<file path="config.mk">
export PLATFORM = sky130hd
export DESIGN_NAME = dhcp_option_parse_reply_select
export DESIGN_NICKNAME = d
export VERILOG_FILES = /design/src/hw/rtl/dhcpsel_pkg.sv /design/src/hw/rtl/dhcpsel_walk.sv /design/src/hw/rtl/dhcp_option_parse_reply_select.sv
export SDC_FILE = /design/constraint.sdc
export NUM_CORES = 1
export LEC_CHECK = 0
export BUFFER_PORTS_ARGS = -buffer_cell sky130_fd_sc_hd__buf_2
export CAP_MARGIN = 10
export CORE_UTILIZATION = 58
export DETAILED_ROUTE_END_ITERATION = 12
export MAX_ROUTING_LAYER = met4
export PLACE_DENSITY = 0.87
export SLEW_MARGIN = 30
export SYNTH_ARGS = -nofsm -noshare
export SYNTH_HDL_FRONTEND = slang
export SYNTH_SLANG_ARGS = --single-unit
</file>
<file path="constraint.sdc">
create_clock -name clk -period 3.6 [get_ports clk]
set_input_delay 0.72 -clock clk [delete_from_list [all_inputs] [get_ports clk]]
set_output_delay 0.72 -clock clk [all_outputs]
set_load 0.05 [all_outputs]
</file>
<file path="src/hw/rtl/dhcpsel_pkg.sv">
`default_nettype none

package dhcpsel_pkg;

    localparam logic [7:0]  OPT_PAD       = 8'd0;
    localparam logic [7:0]  OPT_END       = 8'd255;
    localparam logic [7:0]  OPT_MSG_TYPE  = 8'd53;
    localparam logic [7:0]  OPT_REQ_ADDR  = 8'd50;
    localparam logic [7:0]  REQ_ADDR_LEN  = 8'd4;
    localparam logic [7:0]  MSG_DISCOVER  = 8'd1;
    localparam logic [7:0]  MSG_REQUEST   = 8'd3;
    localparam logic [31:0] LEASE_RESET   = 32'hC0A8_0102;
    localparam logic [1:0]  VALUE_IDX_MAX = 2'd3;

    localparam logic [1:0] ACT_DROP = 2'd0;
    localparam logic [1:0] ACT_OFFER = 2'd1;
    localparam logic [1:0] ACT_ACK = 2'd2;

    typedef enum logic [3:0] {
        PH_CODE = 4'b0001,
        PH_LEN  = 4'b0010,
        PH_VAL  = 4'b0100,
        PH_STOP = 4'b1000
    } walk_phase_t;

    typedef struct packed {
        logic [7:0] option_byte;
        logic       last_byte;
    } item_t;

    typedef struct packed {
        logic [1:0]  action;
        logic [31:0] your_address;
        logic [7:0]  seen_message_type;
    } result_t;

endpackage

`default_nettype wire

</file>
<file path="src/hw/rtl/dhcpsel_walk.sv">
`default_nettype none

module dhcpsel_walk (
    input  wire logic                 clk,
    input  wire logic                 rst_n,
    input  wire logic                 step,
    input  wire dhcpsel_pkg::item_t   item,
    input  wire logic [31:0]          lease_address,
    output dhcpsel_pkg::result_t      decision
);

    dhcpsel_pkg::walk_phase_t phase_reg, phase_next, phase_w;
    logic [7:0]  code_reg, code_next, code_w;
    logic [7:0]  remain_reg, remain_next, remain_w;
    logic [1:0]  index_reg, index_next, index_w;
    logic [7:0]  type_value_reg, type_value_next, type_value_w;
    logic        type_found_reg, type_found_next, type_found_w;
    logic [31:0] req_value_reg, req_value_next, req_value_w;
    logic        req_found_reg, req_found_next, req_found_w;

    always_comb
    begin
        phase_w      = phase_reg;
        code_w       = code_reg;
        remain_w     = remain_reg;
        index_w      = index_reg;
        type_value_w = type_value_reg;
        type_found_w = type_found_reg;
        req_value_w  = req_value_reg;
        req_found_w  = req_found_reg;
        case (phase_reg)
            dhcpsel_pkg::PH_CODE:
            begin
                if (item.option_byte == dhcpsel_pkg::OPT_END)
                begin
                    phase_w = dhcpsel_pkg::PH_STOP;
                end
                else if (item.option_byte != dhcpsel_pkg::OPT_PAD)
                begin
                    code_w  = item.option_byte;
                    phase_w = dhcpsel_pkg::PH_LEN;
                end
            end
            dhcpsel_pkg::PH_LEN:
            begin
                remain_w = item.option_byte;
                index_w  = 2'd0;
                if (code_reg == dhcpsel_pkg::OPT_MSG_TYPE)
                begin
                    if (type_found_reg)
                    begin
                        code_w = 8'd0;
                    end
                end
                else if (code_reg == dhcpsel_pkg::OPT_REQ_ADDR)
                begin
                    if (req_found_reg || item.option_byte != dhcpsel_pkg::REQ_ADDR_LEN)
                    begin
                        code_w = 8'd0;
                    end
                    else
                    begin
                        req_value_w = 32'd0;
                    end
                end
                else
                begin
                    code_w = 8'd0;
                end
                phase_w = (item.option_byte == 8'd0) ? dhcpsel_pkg::PH_CODE
                                                     : dhcpsel_pkg::PH_VAL;
            end
            dhcpsel_pkg::PH_VAL:
            begin
                if (code_reg == dhcpsel_pkg::OPT_MSG_TYPE && index_reg == 2'd0)
                begin
                    type_value_w = item.option_byte;
                    type_found_w = 1'b1;
                end
                else if (code_reg == dhcpsel_pkg::OPT_REQ_ADDR)
                begin
                    req_value_w = {req_value_reg[23:0], item.option_byte};
                    if (index_reg == dhcpsel_pkg::VALUE_IDX_MAX)
                    begin
                        req_found_w = 1'b1;
                    end
                end
                if (index_reg != dhcpsel_pkg::VALUE_IDX_MAX)
                begin
                    index_w = index_reg + 2'd1;
                end
                remain_w = remain_reg - 8'd1;
                if (remain_w == 8'd0)
                begin
                    phase_w = dhcpsel_pkg::PH_CODE;
                end
            end
            dhcpsel_pkg::PH_STOP:
            begin
                phase_w = dhcpsel_pkg::PH_STOP;
            end
            default:
            begin
                phase_w = dhcpsel_pkg::PH_CODE;
            end
        endcase
    end

    always_comb
    begin
        decision.action            = dhcpsel_pkg::ACT_DROP;
        decision.your_address      = 32'd0;
        decision.seen_message_type = type_found_w ? type_value_w : 8'd0;
        if (type_found_w && type_value_w == dhcpsel_pkg::MSG_DISCOVER)
        begin
            decision.action       = dhcpsel_pkg::ACT_OFFER;
            decision.your_address = lease_address;
        end
        else if (type_found_w && type_value_w == dhcpsel_pkg::MSG_REQUEST)
        begin
            decision.action       = dhcpsel_pkg::ACT_ACK;
            decision.your_address = (req_found_w && req_value_w != 32'd0) ? req_value_w
                                                                          : lease_address;
        end
    end

    // The field ends on the last byte, so the capture state starts over.
    always_comb
    begin
        if (item.last_byte)
        begin
            phase_next      = dhcpsel_pkg::PH_CODE;
            code_next       = 8'd0;
            remain_next     = 8'd0;
            index_next      = 2'd0;
            type_value_next = 8'd0;
            type_found_next = 1'b0;
            req_value_next  = 32'd0;
            req_found_next  = 1'b0;
        end
        else
        begin
            phase_next      = phase_w;
            code_next       = code_w;
            remain_next     = remain_w;
            index_next      = index_w;
            type_value_next = type_value_w;
            type_found_next = type_found_w;
            req_value_next  = req_value_w;
            req_found_next  = req_found_w;
        end
    end

    always_ff @(posedge clk or negedge rst_n)
    begin
        if (!rst_n)
        begin
            phase_reg      <= dhcpsel_pkg::PH_CODE;
            code_reg       <= 8'd0;
            remain_reg     <= 8'd0;
            index_reg      <= 2'd0;
            type_value_reg <= 8'd0;
            type_found_reg <= 1'b0;
            req_value_reg  <= 32'd0;
            req_found_reg  <= 1'b0;
        end
        else if (step)
        begin
            phase_reg      <= phase_next;
            code_reg       <= code_next;
            remain_reg     <= remain_next;
            index_reg      <= index_next;
            type_value_reg <= type_value_next;
            type_found_reg <= type_found_next;
            req_value_reg  <= req_value_next;
            req_found_reg  <= req_found_next;
        end
    end

endmodule

`default_nettype wire

</file>
<file path="src/hw/rtl/dhcp_option_parse_reply_select.sv">
// result_valid rises when the decision for the last byte loads the output register.
// Throughput: one byte per cycle unless stalled; the walk state updates once per byte.
// The input register stalls only while a finished result waits in the output register.
// Reset (rst_n, asynchronous, active low) clears the walk and capture state,
// empties both registers and loads lease_address with 192.168.1.2.
`default_nettype none

module dhcp_option_parse_reply_select (
    input  wire logic                  clk,
    input  wire logic                  rst_n,
    input  wire logic                  item_valid,
    output logic                       item_stall,
    input  wire dhcpsel_pkg::item_t    item,
    output logic                       result_valid,
    input  wire logic                  result_stall,
    output dhcpsel_pkg::result_t       result,
    input  wire logic                  cfg_write,
    input  wire logic [31:0]           cfg_data
);

    logic                  stage_valid_reg;
    dhcpsel_pkg::item_t    stage_reg;
    logic                  out_valid_reg;
    dhcpsel_pkg::result_t  out_reg;
    logic [31:0]           lease_reg;
    logic                  out_free;
    logic                  step;
    dhcpsel_pkg::result_t  decision;

    assign out_free     = !out_valid_reg || !result_stall;
    assign step         = stage_valid_reg && (!stage_reg.last_byte || out_free);
    assign item_stall   = stage_valid_reg && !step;
    assign result_valid = out_valid_reg;
    assign result       = out_reg;

    dhcpsel_walk u_walk (
        .clk           (clk),
        .rst_n         (rst_n),
        .step          (step),
        .item          (stage_reg),
        .lease_address (lease_reg),
        .decision      (decision)
    );

    always_ff @(posedge clk or negedge rst_n)
    begin
        if (!rst_n)
        begin
            lease_reg <= dhcpsel_pkg::LEASE_RESET;
        end
        else if (cfg_write)
        begin
            lease_reg <= cfg_data;
        end
    end

    always_ff @(posedge clk or negedge rst_n)
    begin
        if (!rst_n)
        begin
            stage_valid_reg <= 1'b0;
        end
        else if (!item_stall)
        begin
            stage_valid_reg <= item_valid;
        end
    end

    always_ff @(posedge clk)
    begin
        if (item_valid && !item_stall)
        begin
            stage_reg <= item;
        end
    end

    always_ff @(posedge clk or negedge rst_n)
    begin
        if (!rst_n)
        begin
            out_valid_reg <= 1'b0;
        end
        else if (out_free)
        begin
            out_valid_reg <= step && stage_reg.last_byte;
        end
    end

    always_ff @(posedge clk)
    begin
        if (out_free && step && stage_reg.last_byte)
        begin
            out_reg <= decision;
        end
    end

endmodule

`default_nettype wire

</file>
==> run metrics, run 1 <==
Worst path slowest cell=or4b_2; vias per cell=roughly 6.6; Starting Density=0.5991; Hold-fix buffers, CTS=0; Synth Area in Adders=0.007254; RSZ-0062 raised after global routing=false; critical path arrival=3.52 ns; cells after synthesis=around 600; XOR/XNOR share of the synthesized area=0.003808; share of the synthesized area in the top cell type=0.3264; H-tree level count=4; Num Clock Sinks=149; Detailed Route WL=17.08 mm; warnings from Yosys=0; Pre-Repair DR Iteration Count=11; initial antenna violation count=0; max reg flops=42; CTS resizes=0; Seq/Total Area, Yosys=0.5789; Fmax=0.3063 GHz; met2 Resource Use GR=0.4595; synthesized cell area=slightly below 7000 µm²; drt drc=8; failing checks=design-rule violations; post-synthesis simple-gate area fraction=0.1224; max_cap viols=0; IO Count=90; crit start category=flop; Slew Limit Fails=0; Die Ht=111.1 µm; routing usage on met3=0.06506; Area growth syn-to-layout=17.63%; most frequent CP cell=nor3_1; detailed-route via count=5,530; post-synth cell types=61; min cycle time layout=3.265 ns; syn_area_per_cell=approximately 12 µm²; first-pass GRT wire length=27.88 mm; DR WL/cell=20.51 µm; post-route setup TNS=0 ns; largest family of logic cells by synthesized area=compound AO/OA/AOI/OAI gates; Overall Global Routing Usage=0.3001; Placement Setup Slack=0.4385 ns; Hold WC Path Type=input pin to asynchronous set/reset pin; Final ANT Viol Nets=0; Worst setup EP type=flop; Post-synth EDFFs=51; Reg clk slew, reported paths=approximately 0.060 ns; total CTS buffers=17; CP Max Fanout=19; Req. time, crit path=a little under 4 ns; Core ar.=11,520 µm²; die area=12,340 µm²; # fillers=777; layout cells sized above 1=0.2797; count leader, synth=dfrtp_1; FP Rows=39; Tcrit/Tclk final=0.9069; total congestion overflow=0; Lkg Pwr=3.248 nW; final setup fails=0; fin worst setup slack=0.3351 ns; Synth Area in Compound Gates=0.1975; GRT busiest layer=met2; area leader, netlist=dfrtp_1; Clock Tree Root=clkbuf_16; clk_lat worst skew=0.42 ns; setup bufs post-CTS=0; ys async rst share=0.6577; routability cong.=0.9414; Largest stage delay, worst path=between 0.7 and 0.8 ns; Max clock buf depth=2; mux share of post-synthesis cell area=0.05695; Yosys reg bits=149; Crit Path Class=flop to flop; Worst Tran Pin Value=0.8563 ns; worst rel slew slack=0.4247; final instance area=8115 µm²; largest net degree at the start of global routing=65; met1 GRT Util=0.3855; dpl hpwl=10.98 mm; number of global-route vias before repair=5,478; synth top area cells=dfrtp_1, edfxtp_1, a22oi_1; TritonCTS clock tree=built; Final nets=just over 700; Post-Route Skew=0.006253 ns; critical-path cell list=or4b_2, nor3_1, and3_1, nor3_1, a2111oi_2, o2bb2ai_2, buf_12, o2bb2ai_1; Post-synth top cells=dfrtp_1, nand2_1, a22oi_1, edfxtp_1, o21ai_0; status=finished with violations; diode count=0; pwr/cell area=528.5 nW/µm²; Area after DPL=around 7500 µm²; reg2reg path depth=8; ys flop type=dfrtp_1; initial drt markers=677; die span in x=roughly 110 µm; post-synth net total=649; Max IR drop VDD=0.3530 mV; port buffer count=89; final hold vios=0
final cells by class:
class / instances / area [µm²] / share of cell area
clock buffers: 20 / 446.7 / 0.05504
clock inverters: 12 / 151.4 / 0.01866
inverters: 7 / 26.28 / 0.003238
multi-input cells: 394 / 2690 / 0.3315
flip-flops and latches: 149 / 3994 / 0.4921
well taps: 143 / 178.9 / 0.02205
repair buffers: 108 / 628.1 / 0.07740
placed cells by master, fill, tap and decap left out, types with 9 or more instances in the layout:
master / instances
edfxtp_1: 51
dfrtp_1: 90
mux2_2: 34
a22o_1: 9
nor3_1: 17
buf_4: 17
a22oi_1: 54
o21ai_0: 42
nand2_1: 56
buf_2: 88
o2bb2ai_1: 32
nor2_1: 22
clkbuf_16: 17
a21oi_1: 18
worst paths after layout:
path	from	endpoint	slack, ns
setup / recovery	stage_reg[2]$_DFFE_PP_	result[27]$_DFFE_PP_	0.34
hold / removal	rst_n	stage_valid_reg$_DFFE_PN0N_	0.42
setup reg to reg	stage_reg[2]$_DFFE_PP_	result[27]$_DFFE_PP_	0.34
hold reg to reg	lease_reg[16]$_DFFE_PN0P_	lease_reg[16]$_DFFE_PN0P_	0.51
max in group asynchronous	rst_n	lease_reg[30]$_DFFE_PN1P_	2.43
min in group clk	item[5]	stage_reg[5]$_DFFE_PP_	0.48
per-stage QoR:
step / hold WS, ns / util / cells / total power [mW]
after detailed placement: 0.4969 / 0.6524 / 801 / 2.511
after CTS: 0.4406 / 0.7044 / 833 / 4.291
after floorplan: 0.4244 / - / 599 / 2.351
final: 0.4205 / 0.7047 / 833 / 4.289
after global routing: 0.4611 / 0.7047 / 833 / 4.432
after global placement: 0.4868 / 0.6523 / 801 / 2.486
critical path: cells and delay by family, from the launching register on:
kind,cells,cell delay [ns]
AO/OA/AOI/OAI,3,0.95
AND/OR/NAND/NOR,4,1.35
flip-flops,1,0.55
buffers and inverters,1,0.24
cell families after synthesis:
logic type / Yosys count
AND/OR/NAND/NOR: 160
flip-flops: 149
XOR/XNOR: 3
adder cells (fa/ha/maj): 4
buffers and inverters: 56
AO/OA/AOI/OAI: 192
multiplexers: 35
power by group:
group	switching [mW]	total, mW	internal, mW	leakage [nW]
combinational	0.312	0.506	0.193	1.19
sequential	0.113	2.00	1.88	1.76
clock	0.679	1.79	1.11	0.292
total	1.10	4.29	3.18	3.25
per-layer routing:
metal,vias to the layer above,share of wire
met3,57,0.099
met2,368,0.48
met4,0,0.034
li1,2441,-
met1,2664,0.39
met5,-,0
No activity file was read; power rests on OpenSTA's default activity.
==> run 2, diff against run 1 <==
--- a/config.mk
+++ b/config.mk
@@ -7,10 +7,10 @@
 export LEC_CHECK = 0
 export BUFFER_PORTS_ARGS = -buffer_cell sky130_fd_sc_hd__buf_2
 export CAP_MARGIN = 10
-export CORE_UTILIZATION = 58
+export CORE_UTILIZATION = 47
 export DETAILED_ROUTE_END_ITERATION = 12
 export MAX_ROUTING_LAYER = met4
-export PLACE_DENSITY = 0.87
+export PLACE_DENSITY = 0.74
 export SLEW_MARGIN = 30
 export SYNTH_ARGS = -nofsm -noshare
 export SYNTH_HDL_FRONTEND = slang
==> run 2 against run 1 <==
- the flow now finishes without violations
- clock skew up 0.0019 ns
- maximum frequency up 4.0%
- global-route usage down 6.1 points
- cell area up 0.68%
- sequential share of layout area down 0.33 points
- total power down 2.2%
- hold slack worse by 0.10 ns
- count of clock-buffer cells in the layout up 3
- first-iteration DRC count down 43%
- die area up 23%
- critical path type unchanged
- critical endpoint is now result[21]$_DFFE_PP_
- largest cell class unchanged
- largest power group unchanged
==> run metrics, run 2 (synthesis results as in run 1) <==
status=finished, final reports clean (was finished with violations); layout cells sized above 1=0.2789 (was 0.2797); first-pass GRT wire length=26.37 mm (was 27.88 mm); CTS resizes=0 (unchanged); diode count=0 (unchanged); FP Rows=43 (was 39); largest net degree at the start of global routing=99 (was 65); Worst setup EP type=flop (unchanged); Slew Limit Fails=0 (unchanged); dpl hpwl=11.25 mm (was 10.98 mm); die area=15,170 µm² (was 12,340 µm²); total congestion overflow=0 (unchanged); Max IR drop VDD=0.3437 mV (was 0.3530 mV); fin worst setup slack=0.4593 ns (was 0.3351 ns); max_cap viols=0 (unchanged); TritonCTS clock tree=built (unchanged); Post-Route Skew=0.008168 ns (was 0.006253 ns); DR WL/cell=19.18 µm (was 20.51 µm); Max clock buf depth=2 (unchanged); most common cell after layout, fill and taps aside=dfrtp_1 (unchanged); Starting Density=0.4894 (was 0.5991); Placement Setup Slack=0.5301 ns (was 0.4385 ns); clk_lat worst skew=0.42 ns (about the same); Overall Global Routing Usage=0.2393 (was 0.3001); Die Ht=123.2 µm (was 111.1 µm); Hold-fix buffers, CTS=0 (unchanged); number of global-route vias before repair=5,103 (was 5,478); Crit Path Class=flop to flop (unchanged); critical-path cell list=or4_1, nor3_1, nor3b_2, a31oi_1, a2111oi_2, o2bb2ai_2, buf_12, o2bb2ai_1 (was or4b_2, nor3_1, and3_1, nor3_1, a2111oi_2, o2bb2ai_2, buf_12, o2bb2ai_1); port buffer count=89 (unchanged); detailed-route via count=5,311 (was 5,530); Num Clock Sinks=149 (unchanged); post-route setup TNS=0 ns (unchanged); IO Count=90 (unchanged); routability cong.=0.9491 (was 0.9414); Crit path max-delay family=simple AND/OR/NAND/NOR gates (unchanged); RSZ-0062 raised after global routing=false (unchanged); die span in x=123.2 µm (was 111.1 µm); placed insts=840 (was 801); Clock Tree Root=clkbuf_16 (unchanged); Worst path slowest cell=or4_1 (was or4b_2); final setup fails=0 (unchanged); max reg flops=42 (unchanged); vias per cell=6.091 (was 6.639); Pre-Repair DR Iteration Count=5 (was 11); Tcrit/Tclk final=0.8724 (was 0.9069); Final ANT Viol Nets=0 (unchanged); setup bufs post-CTS=0 (unchanged); Detailed Route WL=16.72 mm (was 17.08 mm); initial antenna violation count=0 (unchanged); Area growth syn-to-layout=18.43% (was 17.63%); Req. time, crit path=3.87 ns (was 3.85 ns); Largest stage delay, worst path=0.59 ns (was 0.71 ns); final hold vios=0 (unchanged); Lkg Pwr=3.251 nW (was 3.248 nW); drt drc=0 (was 8); critical path arrival=3.41 ns (was 3.52 ns); Core ar.=14,100 µm² (was 11,520 µm²); H-tree level count=4 (unchanged); Worst Tran Pin Value=0.8729 ns (was 0.8563 ns); Finished Layout Cells=872 (was 833); Reg clk slew, reported paths=0.06 ns (about the same); CP Max Fanout=17 (was 19); Final nets=729 (was 727); CP Buf/Inv Count=1 (unchanged); crit start category=flop (unchanged); Fmax=0.3184 GHz (was 0.3063 GHz); initial drt markers=389 (was 677); total CTS buffers=17 (unchanged); worst rel slew slack=0.4146 (was 0.4247); Hold WC Path Type=input pin to asynchronous set/reset pin (unchanged); pwr/cell area=513.3 nW/µm² (was 528.5 nW/µm²); Final Util=0.5796 (was 0.7047); min cycle time layout=3.141 ns (was 3.265 ns); commonest cells after routing, fill and taps aside=dfrtp_1, buf_2, nand2_1, a22oi_1, edfxtp_1 (unchanged)
-- run 2: area by class of cell --
| class | count | area, µm² |
|---|---|---|
| fillers | 1165 | 5926 |
| inverters | 7 | 26.28 |
| clock inverters | 9 | 105.1 |
| repair buffers | 110 | 663.1 |
| flip-flops and latches | 149 | 3994 |
| clock buffers | 23 | 467.9 |
| multi-input cells | 394 | 2689 |
| well taps | 180 | 225.2 |
-- run 2: power by group --
group	switching [mW]	total (mW)	internal, mW
Sequential	0.107	1.99	1.88
Clock	0.652	1.71	1.05
Combinational	0.304	0.497	0.194
Total	1.06	4.19	3.13
-- run 2: per-layer routing --
layer | vias up | part of all wire | global-route usage
met3 | 30 | 0.060 | 0.05397
met4 | 0 | 0.018 | 0.08509
met1 | 2610 | 0.44 | 0.3127
li1 | 2453 | - | -
met2 | 218 | 0.48 | 0.3673
met5 | - | 0 | -
-- run 2: worst reg2reg max path, cell delays in order, from the launching register on --
cell and delay, ns:
edfxtp_1 0.38, or4_1 0.59, nor3_1 0.28, nor3b_2 0.37, a31oi_1 0.19, a2111oi_2 0.37, o2bb2ai_2 0.44, buf_12 0.24
o2bb2ai_1 0.13
-- run 2: through the flow --
step                hold WS [ns]  cell area, µm²  power (mW)
floorplan                 0.4244            6899       2.351
global placement          0.4884            7566       2.497
detailed placement        0.4992            7597       2.515
CTS                       0.3745            8170       4.216
global route              0.3909            8170       4.359
finish                    0.3162            8170       4.194
-- run 2: path summary, 6_finish.rpt --
check	start	endpoint	slack (ns)	cells past startpoint
setup reg to reg	stage_reg[7]$_DFFE_PP_	result[21]$_DFFE_PP_	0.46	8
min in group clk	item[4]	stage_reg[4]$_DFFE_PP_	0.47	1
hold reg to reg	lease_reg[0]$_DFFE_PN0P_	lease_reg[0]$_DFFE_PN0P_	0.51	1
hold / removal	rst_n	stage_valid_reg$_DFFE_PN0N_	0.32	2
max in group asynchronous	rst_n	lease_reg[8]$_DFFE_PN1P_	2.83	2
setup / recovery	stage_reg[7]$_DFFE_PP_	result[21]$_DFFE_PP_	0.46	8
